### src/prelu_channel_activation_top_assert.svh
// Assertion macros shared by the PReLU block.
`ifndef PRELU_CHANNEL_ACTIVATION_TOP_ASSERT_SVH
`define PRELU_CHANNEL_ACTIVATION_TOP_ASSERT_SVH

// Check that the consequence holds in the same cycle as the trigger.
`define PCA_ASSERT_NOW(label, clk, rst, trig, cons) \
  label: assert property (@(posedge clk) disable iff (rst) (trig) |-> (cons)) \
    else $error("assertion failed: same-cycle check");

// Check that the consequence holds in the cycle after the trigger.
`define PCA_ASSERT_NEXT(label, clk, rst, trig, cons) \
  label: assert property (@(posedge clk) disable iff (rst) (trig) |=> (cons)) \
    else $error("assertion failed: next-cycle check");

`endif

### src/pca_pkg.sv
package pca_pkg;

  localparam int SAMPLE_W     = 16;
  localparam int SLOPE_W      = 16;
  localparam int SLOPE_FRAC   = 12;
  localparam int CHAN_W       = 6;
  localparam int MAX_CHANNELS = 64;
  localparam int POS_W        = 20;
  localparam int MODE_W       = 2;
  localparam int CCOUNT_W     = 7;
  localparam int ICOUNT_W     = 21;
  localparam int CFG_IDX_W    = 2;
  localparam int CFG_DATA_W   = 21;
  localparam int PROD_W       = SAMPLE_W + SLOPE_W;

  localparam logic [CCOUNT_W-1:0] MAX_CHAN_CNT  = CCOUNT_W'(MAX_CHANNELS);
  localparam logic [ICOUNT_W-1:0] MAX_INNER_CNT = ICOUNT_W'(1 << POS_W);

  // Register indexes
  localparam logic [CFG_IDX_W-1:0] REG_MODE   = 2'd0;
  localparam logic [CFG_IDX_W-1:0] REG_CCOUNT = 2'd1;
  localparam logic [CFG_IDX_W-1:0] REG_ICOUNT = 2'd2;

  // Slope source codes
  localparam logic [MODE_W-1:0] MODE_ALL     = 2'd0;
  localparam logic [MODE_W-1:0] MODE_CHANNEL = 2'd1;
  localparam logic [MODE_W-1:0] MODE_ELEMENT = 2'd2;

  // Item kinds
  localparam logic ACT_LOAD   = 1'b0;
  localparam logic ACT_SAMPLE = 1'b1;

  typedef struct packed {
    logic                       action;
    logic [CHAN_W-1:0]          slope_index;
    logic signed [SLOPE_W-1:0]  slope_value;
    logic signed [SAMPLE_W-1:0] sample;
    logic signed [SLOPE_W-1:0]  element_slope;
    logic                       first;
  } item_t;

  typedef struct packed {
    logic signed [SAMPLE_W-1:0] out_value;
    logic                       saturated;
    logic [CHAN_W-1:0]          channel;
  } result_t;

endpackage

### src/pca_scale.sv
// Pass positive samples, scale the rest by the slope with floor and clamp.
module pca_scale (
  input  logic signed [pca_pkg::SAMPLE_W-1:0] sample,
  input  logic signed [pca_pkg::SLOPE_W-1:0]  slope,
  output logic signed [pca_pkg::SAMPLE_W-1:0] value,
  output logic                                saturated
);

  localparam int SHIFT_W = pca_pkg::PROD_W - pca_pkg::SLOPE_FRAC;
  localparam logic signed [SHIFT_W-1:0] SMAX =
    SHIFT_W'((1 << (pca_pkg::SAMPLE_W - 1)) - 1);
  localparam logic signed [SHIFT_W-1:0] SMIN = -SMAX - SHIFT_W'(1);

  logic signed [pca_pkg::PROD_W-1:0] product;
  logic signed [SHIFT_W-1:0]         scaled;

  // Dropping the low fraction bits of a two's complement value floors it.
  assign product = sample * slope;
  assign scaled  = product[pca_pkg::PROD_W-1:pca_pkg::SLOPE_FRAC];

  always_comb begin
    saturated = 1'b0;
    if (sample > 0) begin
      value = sample;
    end else if (scaled > SMAX) begin
      value     = SMAX[pca_pkg::SAMPLE_W-1:0];
      saturated = 1'b1;
    end else if (scaled < SMIN) begin
      value     = SMIN[pca_pkg::SAMPLE_W-1:0];
      saturated = 1'b1;
    end else begin
      value = scaled[pca_pkg::SAMPLE_W-1:0];
    end
  end

endmodule

### src/prelu_channel_activation_top.sv
// Streaming PReLU. Each accepted sample word yields one result word, and one
// word is accepted every cycle while the result side keeps up; the result
// path is the slope memory's single registered read port, read at the edge
// that accepts the sample, followed by one multiply stage into the result
// register. Load words write the 64-entry slope memory in the cycle they
// are accepted and produce no result; a sample right after a load sees the
// new slope. Read of a never-written entry gives an unspecified slope. The
// user must write the configuration registers only while the block is
// idle; the block itself does not enforce this.
`include "prelu_channel_activation_top_assert.svh"

module prelu_channel_activation_top (
  input  logic                                clk,
  input  logic                                rst,
  input  logic                                item_valid,
  output logic                                item_ready,
  input  pca_pkg::item_t                      item,
  output logic                                result_valid,
  input  logic                                result_ready,
  output pca_pkg::result_t                    result,
  input  logic                                cfg_write,
  input  logic [pca_pkg::CFG_IDX_W-1:0]       cfg_index,
  input  logic [pca_pkg::CFG_DATA_W-1:0]      cfg_data
);

  // Configuration registers
  logic [pca_pkg::MODE_W-1:0]   slope_mode;
  logic [pca_pkg::CCOUNT_W-1:0] channel_count;
  logic [pca_pkg::ICOUNT_W-1:0] inner_count;

  // Position counters
  logic [pca_pkg::POS_W-1:0]    inner_position, inner_position_next;
  logic [pca_pkg::CHAN_W-1:0]   channel_index, channel_index_next;

  // Slope memory
  logic [pca_pkg::SLOPE_W-1:0]  slope_mem [pca_pkg::MAX_CHANNELS];
  logic [pca_pkg::SLOPE_W-1:0]  slope_rd;
  logic [pca_pkg::CHAN_W-1:0]   rd_addr;

  // Stage 1: accepted sample waiting on the multiply
  logic                                s1_valid;
  logic signed [pca_pkg::SAMPLE_W-1:0] s1_sample;
  logic signed [pca_pkg::SLOPE_W-1:0]  s1_eslope;
  logic                                s1_elem;
  logic [pca_pkg::CHAN_W-1:0]          s1_channel;

  logic item_fire, sample_fire, load_fire, s1_move, res_take;
  logic [pca_pkg::CCOUNT_W-1:0] eff_chan;
  logic [pca_pkg::ICOUNT_W-1:0] eff_inner;
  logic [pca_pkg::POS_W-1:0]    pos_base;
  logic [pca_pkg::ICOUNT_W-1:0] pos_inc;
  logic [pca_pkg::CCOUNT_W-1:0] ch_inc;
  logic [pca_pkg::CHAN_W-1:0]   ch_raw, ch_use;
  logic                         plane_done;

  logic signed [pca_pkg::SLOPE_W-1:0]  slope_sel;
  logic signed [pca_pkg::SAMPLE_W-1:0] scaled_value;
  logic                                scaled_sat;

  // Handshake: the result register frees when taken, stage 1 moves into it.
  assign res_take    = !result_valid || result_ready;
  assign s1_move     = s1_valid && res_take;
  assign item_ready  = !s1_valid || res_take;
  assign item_fire   = item_valid && item_ready;
  assign sample_fire = item_fire && (item.action == pca_pkg::ACT_SAMPLE);
  assign load_fire   = item_fire && (item.action == pca_pkg::ACT_LOAD);

  // Clamp counts: zero acts as one, oversized acts as the maximum.
  always_comb begin
    if (channel_count == '0) eff_chan = pca_pkg::CCOUNT_W'(1);
    else if (channel_count > pca_pkg::MAX_CHAN_CNT) eff_chan = pca_pkg::MAX_CHAN_CNT;
    else eff_chan = channel_count;

    if (inner_count == '0) eff_inner = pca_pkg::ICOUNT_W'(1);
    else if (inner_count > pca_pkg::MAX_INNER_CNT) eff_inner = pca_pkg::MAX_INNER_CNT;
    else eff_inner = inner_count;
  end

  // Channel attribution and counter advance for the incoming sample.
  always_comb begin
    pos_base = item.first ? '0 : inner_position;
    ch_raw   = item.first ? '0 : channel_index;
    ch_use   = ({1'b0, ch_raw} >= eff_chan) ? '0 : ch_raw;

    pos_inc    = {1'b0, pos_base} + pca_pkg::ICOUNT_W'(1);
    plane_done = (pos_inc >= eff_inner);
    ch_inc     = {1'b0, ch_use} + pca_pkg::CCOUNT_W'(1);

    if (plane_done) begin
      inner_position_next = '0;
      channel_index_next  = (ch_inc >= eff_chan) ? '0 : ch_inc[pca_pkg::CHAN_W-1:0];
    end else begin
      inner_position_next = pos_inc[pca_pkg::POS_W-1:0];
      channel_index_next  = ch_use;
    end

    // All mode reads entry zero; element mode ignores the read.
    rd_addr = (slope_mode == pca_pkg::MODE_CHANNEL) ? ch_use : '0;
  end

  always_ff @(posedge clk) begin
    if (rst) begin
      slope_mode    <= pca_pkg::MODE_ALL;
      channel_count <= pca_pkg::CCOUNT_W'(1);
      inner_count   <= pca_pkg::ICOUNT_W'(1);
    end else if (cfg_write) begin
      unique case (cfg_index)
        pca_pkg::REG_MODE:   slope_mode    <= cfg_data[pca_pkg::MODE_W-1:0];
        pca_pkg::REG_CCOUNT: channel_count <= cfg_data[pca_pkg::CCOUNT_W-1:0];
        pca_pkg::REG_ICOUNT: inner_count   <= cfg_data[pca_pkg::ICOUNT_W-1:0];
        default: ;  // drop writes to unknown indexes
      endcase
    end
  end

  // Advance the counters on samples only; loads leave them alone.
  always_ff @(posedge clk) begin
    if (rst) begin
      inner_position <= '0;
      channel_index  <= '0;
    end else if (sample_fire) begin
      inner_position <= inner_position_next;
      channel_index  <= channel_index_next;
    end
  end

  // Write on a load word, registered read on a sample word.
  always_ff @(posedge clk) begin
    if (load_fire) begin
      slope_mem[item.slope_index] <= item.slope_value;
    end else if (sample_fire) begin
      slope_rd <= slope_mem[rd_addr];
    end
  end

  always_ff @(posedge clk) begin
    if (rst) begin
      s1_valid <= 1'b0;
    end else if (item_fire) begin
      s1_valid <= (item.action == pca_pkg::ACT_SAMPLE);
    end else if (s1_move) begin
      s1_valid <= 1'b0;
    end
  end

  always_ff @(posedge clk) begin
    if (sample_fire) begin
      s1_sample  <= item.sample;
      s1_eslope  <= item.element_slope;
      s1_elem    <= (slope_mode != pca_pkg::MODE_ALL) && (slope_mode != pca_pkg::MODE_CHANNEL);
      s1_channel <= ch_use;
    end
  end

  assign slope_sel = s1_elem ? s1_eslope : slope_rd;

  pca_scale u_scale (
    .sample    (s1_sample),
    .slope     (slope_sel),
    .value     (scaled_value),
    .saturated (scaled_sat)
  );

  // Result register: hold until taken, load from stage 1 when it moves.
  always_ff @(posedge clk) begin
    if (rst) begin
      result_valid <= 1'b0;
    end else if (res_take) begin
      result_valid <= s1_valid;
    end
  end

  always_ff @(posedge clk) begin
    if (s1_move) begin
      result.out_value <= scaled_value;
      result.saturated <= scaled_sat;
      result.channel   <= s1_channel;
    end
  end

  // A first sample always lands on channel zero.
  `PCA_ASSERT_NEXT(a_first_chan0, clk, rst, sample_fire && item.first, s1_channel == '0)
  // A load word never occupies stage 1.
  `PCA_ASSERT_NEXT(a_load_no_s1, clk, rst, load_fire, !s1_valid)
  // A stalled stage 1 keeps its sample.
  `PCA_ASSERT_NEXT(a_s1_hold, clk, rst, s1_valid && !s1_move, s1_valid && $stable(s1_sample))
  // Saturation only ever reports a clamp bound.
  `PCA_ASSERT_NOW(a_sat_bound, clk, rst, result_valid && result.saturated,
    (result.out_value == 16'sh7fff) || (result.out_value == -16'sh8000))

endmodule
### config.mk
export PLATFORM = sky130hd
export DESIGN_NAME = prelu_channel_activation_top
export DESIGN_NICKNAME = d
export VERILOG_FILES = /design/src/pca_pkg.sv /design/src/pca_scale.sv /design/src/prelu_channel_activation_top.sv
export VERILOG_INCLUDE_DIRS = /design/src /design/src/src
export SDC_FILE = /design/constraint.sdc
export NUM_CORES = 2
export LEC_CHECK = 0
export BUFFER_PORTS_ARGS = -buffer_cell sky130_fd_sc_hd__buf_2
export CAP_MARGIN = 20
export CORE_UTILIZATION = 45
export CTS_CLUSTER_SIZE = 40
export DETAILED_ROUTE_END_ITERATION = 12
export GPL_TIMING_DRIVEN = 0
export HOLD_SLACK_MARGIN = 0.06
export PLACE_DENSITY = 0.67
export RECOVER_POWER = 50
export SLEW_MARGIN = 15
export SYNTH_ARGS = -nofsm -noshare
export SYNTH_HDL_FRONTEND = slang
export SYNTH_SLANG_ARGS = --single-unit
### constraint.sdc
create_clock -name clk -period 8.8 [get_ports clk]
set_input_delay 0.88 -clock clk [delete_from_list [all_inputs] [get_ports clk]]
set_output_delay 0.88 -clock clk [all_outputs]
set_load 0.01 [all_outputs]
Word level (Yosys, flattened, before mapping):

Memory sizes are Yosys's and may differ from the RTL's. A register that Yosys moved wholly into a read port is not among the register bits.
Index checks and enable logic that the tools add are counted.
Widths: inputs -> output; s select.

* add/subtract/negate cells: 2
* multipliers: 1
* $lt $le $gt $ge: 8
* eq/ne operators: 4
* muxes and demuxes: 21
* bitwise operators: 2
* reductions and logical operators: 18

Operators with widths (number)
* $mux 16: 4
* $mux 21: 2
* $mux 20: 2
* $mul 16x16->32: 1
* $mux 6: 5
* $add 20x1->21 const B: 1
* $ge 21x21->1: 1
* $gt 21x21->1 const B: 1
* $logic_not 21->1: 1
* $gt 20x16->1 const B: 1
* $lt 20x16->1 const B: 1
* $gt 16x1->1 const B: 1
* $mux 7: 2
* $reduce_and 2->1: 4
* $add 6x1->7 const B: 1
* $ge 6x7->1: 1
* $ge 7x7->1: 1
* $gt 7x7->1 const B: 1
* $logic_not 7->1: 1
* $mux 1: 6
* $logic_and 1x1->1: 5
* $eq 2x1->1 const B: 2
* $reduce_bool 2->1: 2
* $eq 2x2->1 const B: 1
* other kinds (5): 8

* flip-flop bits (word level): 120
* bits in writable memories: 1024
* word-level logic and storage cells: 71
* memories: 1

Memories
* slope_mem: words 64, width 16, rd ports 1, clocked after memory_dff 1, wr ports 1, RTL line prelu_channel_activation_top.sv:36 `logic [pca_pkg::SLOPE_W-1:0] slope_mem [pca_pkg::MAX_CHANNELS];`

Depth between registers and ports, before layout:

* depth after elaboration: 9
* mapped depth: 28
* gate-level depth less buffers: 23

Hierarchy:

From an unflattened synthesis, not the netlist that was laid out.

* cells, all modules: 4489
* area, all modules: 57122.3 um2

By module, submodules not included
* prelu_channel_activation_top: times used 1, cells an instance 3316, area an instance 46898.7 um2
* pca_scale: times used 1, cells an instance 1173, area an instance 10223.6 um2

Least setup slack after synthesis:

Ideal clock, no wire load.

* path type: flip-flop to flip-flop
* from: register s1_elem
* to: register result[14] (netlist name) (data pin)
* data arrival time: 6.986 ns
* data required time: 8.524 ns
* setup slack: 1.537 ns
* stages on the path, launching flop included: 26
* path buffers: 4
* period minus slack after synthesis: 7.263 ns
* path through: edfxtp_1 buf_6 clkbuf_1 mux2i_1 clkbuf_1 nand2b_1 fa_1 inv_1 fa_1 inv_1 fa_1 fa_1 inv_1 fa_1 fa_1 ha_1 and2_1 or2_1 a21oi_1 o21ai_1 a21o_1 a21o_1 a311o_1 buf_4 nand2_4 o221ai_2

* cells in the longest elaborated chain, start to end: 6
* elaborated cells between the ends (all ways): 7

RTL lines
* from (decl): RTL line prelu_channel_activation_top.sv:44 `logic s1_elem;`
* from (signal assigned): RTL line prelu_channel_activation_top.sv:150 `s1_elem <= (slope_mode != pca_pkg::MODE_ALL) && (slope_mode != pca_pkg::MODE_CHANNEL);`
* $mux 16 (*): RTL line prelu_channel_activation_top.sv:155 `assign slope_sel = s1_elem ? s1_eslope : slope_rd;`
* $mul 16x16->32 (*): RTL line pca_scale.sv:18 `assign product = sample * slope;`
* $lt 20x16->1: RTL line pca_scale.sv:28 `end else if (scaled < SMIN) begin`
* $mux 16: RTL line pca_scale.sv:28
* $mux 16 (*): RTL line pca_scale.sv:25 `end else if (scaled > SMAX) begin`
* $mux 16 (*): RTL line pca_scale.sv:23 `if (sample > 0) begin`
* named net scaled_value (one bit): RTL line prelu_channel_activation_top.sv:57 `logic signed [pca_pkg::SAMPLE_W-1:0] scaled_value;`
* to (decl): RTL line prelu_channel_activation_top.sv:20 `output pca_pkg::result_t result,`

Mark *: on every way through the listed nets, which the timed path passes. The rest lies on a longest branch.
A chain may end at the register's enable or synchronous reset.

Worst setup path in the final report:

* from: register s1_elem
* to: register result[18] (netlist name) (data pin)

Same word-level chain as after synthesis.

==> run_results.csv <==
group,metric,value,unit
floorplan,core_area,122000,sq um
finish,multiInputGateArea,19500,sq um
clock_network,h-tree-depth,3,
sta,rsz0062_at_grt,"no",
drt,drc_errors,0,
clock_network,cts_buffers,117,
drt,drt_wl_total,166000,um
power,vdd_drop_max,1.07,mV
drt,drtIter0Drc,4800,
finish,final_cell_area,63100,sq um
job,cap_violations,17,
global_routing,grt_max_degree,65,
sta,fmax,121,MHz
critical_path,slowest_delay,0.68,ns
sta,setup-tns-final,0,ns
power,powerDensity,308,nW/um^2
sta,hold_violations,0,
placement,placed_area,59500,sq um
synthesis,ys_seq_area_share,61.5,%
floorplan,io_pins,109,
drt,wire_per_inst,25.8,um
clock_network,holdBufCountCts,0,
clock_network,clock-sinks,1160,
clock_network,cts_tree,"yes",
critical_path,cp_common_cell,"fa_1",
synthesis,synth-edff-count,1102,
synthesis,synthSimpleGateAreaFrac,13.6,%
critical_path,worstPathArrival,8.72,ns
global_routing,antenna_found_initial,9,
sta,final_max_slew_viol_count,1015,
placement,place.port_buffers,105,
synthesis,synthMuxAreaShare,1.99,%
finish,layout.area.seq,34300,sq um
power,clkPwrFrac,25.0,%
worst_hold_path,hold_path.class,"input port to flop",
synthesis,synth_xor_area_share,0.723,%
synthesis,synth_compound_area_share,6.42,%
synthesis,yosys_warnings,0,
clock_network,cts_root_buf,"clkbuf_16",
clock_network,post-cts-setup-buffers,0,
power,power_frac_comb,42.4,%
sta,min_period,8.25,ns
sta,fin_skew,0.0408,ns
critical_path,cp-end-kind,"flop",
power,leakagePower,22.9,nW
drt,vias,37900,
sta,finalSetupViolCount,0,
critical_path,critPathRequiredTime,9.27,ns
synthesis,async_reset_ff_share,0,%
synthesis,synthAdderAreaFrac,12.0,%
global_routing,grt_usage,26.3,%
floorplan,die_w,354,um
placement,hpwl,117000,um
finish,finish.utilization,51.6,%
clock_network,cts_resized,0,
critical_path,crit_fanout,18,
sta,holdWs,0.309,ns
critical_path,cp_cell_sequence,"buf_6 -> mux2i_1 -> clkbuf_1 -> nand2b_1 -> fa_1 -> inv_1 -> fa_1 -> inv_1 -> fa_1 -> fa_1 -> fa_1 -> fa_1 -> inv_1 -> ha_1 -> and3_1 -> and2_1 -> nand3_1 -> a211oi_2 -> o21a_1 -> a221oi_2 -> o32ai_4 -> or2b_4 -> o221ai_2",
synthesis,netlist_instances,4431,
power,p_sw_share,36.4,%
synthesis,synth_area_per_cell,12.6,sq um
critical_path,critPathKind,"flop to flop",
drt,antenna_left,0,
finish,drive_gt1_share,9.95,%
sta,slew-limit-headroom,-143,%
sta,period_share,93.8,%
clock_network,clk_pin_slew_worst_paths,0.07,ns
floorplan,dieArea,125000,sq um
floorplan,die_h,354,um
synthesis,synth_nets,4891,
global_routing,grt_pass1_wl,241000,um
run_status,failed_checks,"capacitance limit, slew limit",
run_status,outcome,"complete, but fails checks",
placement,gp_congestion,0.960,
power,seqPwrFrac,32.6,%
floorplan,initial_utilization,45.5,%
finish,nets,5186,
finish,area_delta_synth_final,13.3,%
drt,firstDrtPassIters,6,
global_routing,gr-total-overflow,0,
synthesis,synth_flop_cell,"edfxtp_1",
finish,fillCellCount,10300,
synthesis,synth_top_family_by_area,"simple AND/OR/NAND/NOR gates",
synthesis,syn_area,55700,sq um
floorplan,fp-row-count,128,
synthesis,ys_ff_latch,1160,
clock_network,clkLatencyLatePin,0.75,ns
synthesis,yosysUniqueCellTypes,80,
power,p_int,0.0124,W
power,p_sw,0.00706,W
drt,vias_per_cell,5.88,
critical_path,critPathLaunchType,"flop",
critical_path,slowest_stage,"mux2i_1",
clock_network,clk_path_buf_depth,3,
sta,tightest_slew,3.64,ns
global_routing,grt_pass1_vias,37000,
[routing by layer]
metal	vias up	track usage, %	share of wire [%]
li1	16400	-	-
met1	18700	34.3	38
met2	2322	41.6	46
met3	411	6.25	11
met4	4	11.7	4.7
met5	-	0	0.038
[stage by stage]
| stage | total power [W] | instances | worst slack (ns) |
|---|---|---|---|
| 6_report | 0.0194 | 6453 | 0.545 |
| 5_1_grt | 0.0206 | 6453 | 0.306 |
| 4_1_cts | 0.0194 | 6450 | 0.0932 |
| 3_5_place_dp | 0.0146 | 6231 | 0.158 |
| 3_3_place_gp | 0.0145 | 6161 | 0.305 |
| 2_1_floorplan | 0.0129 | 4431 | 1.54 |
[placed cells by master, fill, tap and decap left out, drive strengths merged, types with 56 or more instances in the layout]
cell type	synthesis	routed
inv	312	322
o22ai	63	63
edfxtp	1102	1102
clkinv	1	56
a31oi	89	89
mux2i	99	99
nand3	233	233
dfxtp	58	58
nand4	89	89
nand2	808	808
fa	261	261
clkbuf	134	332
buf	94	214
a21oi	123	123
nor2	301	301
ha	115	115
[power by group through the flow]
stage | sequential [W] | clock (W) | combinational, W
floorplan | 0.00645 | 0 | 0.00642
global placement | 0.00644 | 0 | 0.00804
detailed placement | 0.00643 | 0 | 0.00818
CTS | 0.00632 | 0.00487 | 0.00823
global route | 0.00633 | 0.00507 | 0.00916
finish | 0.00633 | 0.00485 | 0.00824
[synth_stat cells (36+ instances only)]
master,count,area (sq um)
edfxtp_1,1102,33100
nand2_1,807,3030
inv_1,305,1140
nor2_1,300,1130
fa_1,261,5230
nand3_1,233,1170
clkbuf_1,133,499
a21oi_1,122,611
ha_1,115,1440
mux2i_1,98,981
a31oi_1,89,557
nand4_1,89,557
o22ai_1,63,394
buf_2,62,310
dfxtp_1,58,1160
and2_1,48,300
nor2b_1,47,294
a2111oi_0,36,315
o221ai_1,36,315
[critical path, delay by kind of cell, from the launching register on]
kind	cells	cell delay (ns)
adder cells (fa/ha/maj)	7	3.39
AO/OA/AOI/OAI	5	1.28
buffers and inverters	5	1.13
AND/OR/NAND/NOR	5	1.10
multiplexers	1	0.68
flip-flops	1	0.34
[final cells by class]
type | instances | share of cell area [%]
flip-flops and latches | 1160 | 54.3
repair buffers | 177 | 2.28
inverters | 313 | 1.86
well taps | 1625 | 3.22
clock inverters | 77 | 1.03
plain buffers | 227 | 1.51
multi-input cells | 2730 | 31.0
diodes | 2 | 0.00793
clock buffers | 142 | 4.82
[registers in the layout, summed over array words and instances (netlist names), 2 cells and up]
name / count
channel_count: 7
channel_index: 6
inner_count: 21
inner_position: 20
result: 23
s1_channel: 6
s1_eslope: 16
s1_sample: 16
slope_mem: 1024
slope_mode: 2
slope_rd: 16
[cells by family after synthesis]
logic type | Yosys count
adders and majority gates | 376
DFF | 1160
xor gates and xnor gates | 46
muxes | 109
AOI/OAI and AO/OA | 515
buffers and inverters | 541
and+or+nand+nor | 1684
[worst paths after layout]
check | from | end | slack (ns) | cells after the start
setup reg to reg | s1_elem | result[18] | 0.55 | 23
hold reg to reg | s1_channel[5] | result[5] | 0.42 | 0
hold / removal | item[20] | s1_sample[3] | 0.31 | 1
setup / recovery | s1_elem | result[18] | 0.55 | 23
No activity file was read; power rests on OpenSTA's default activity.
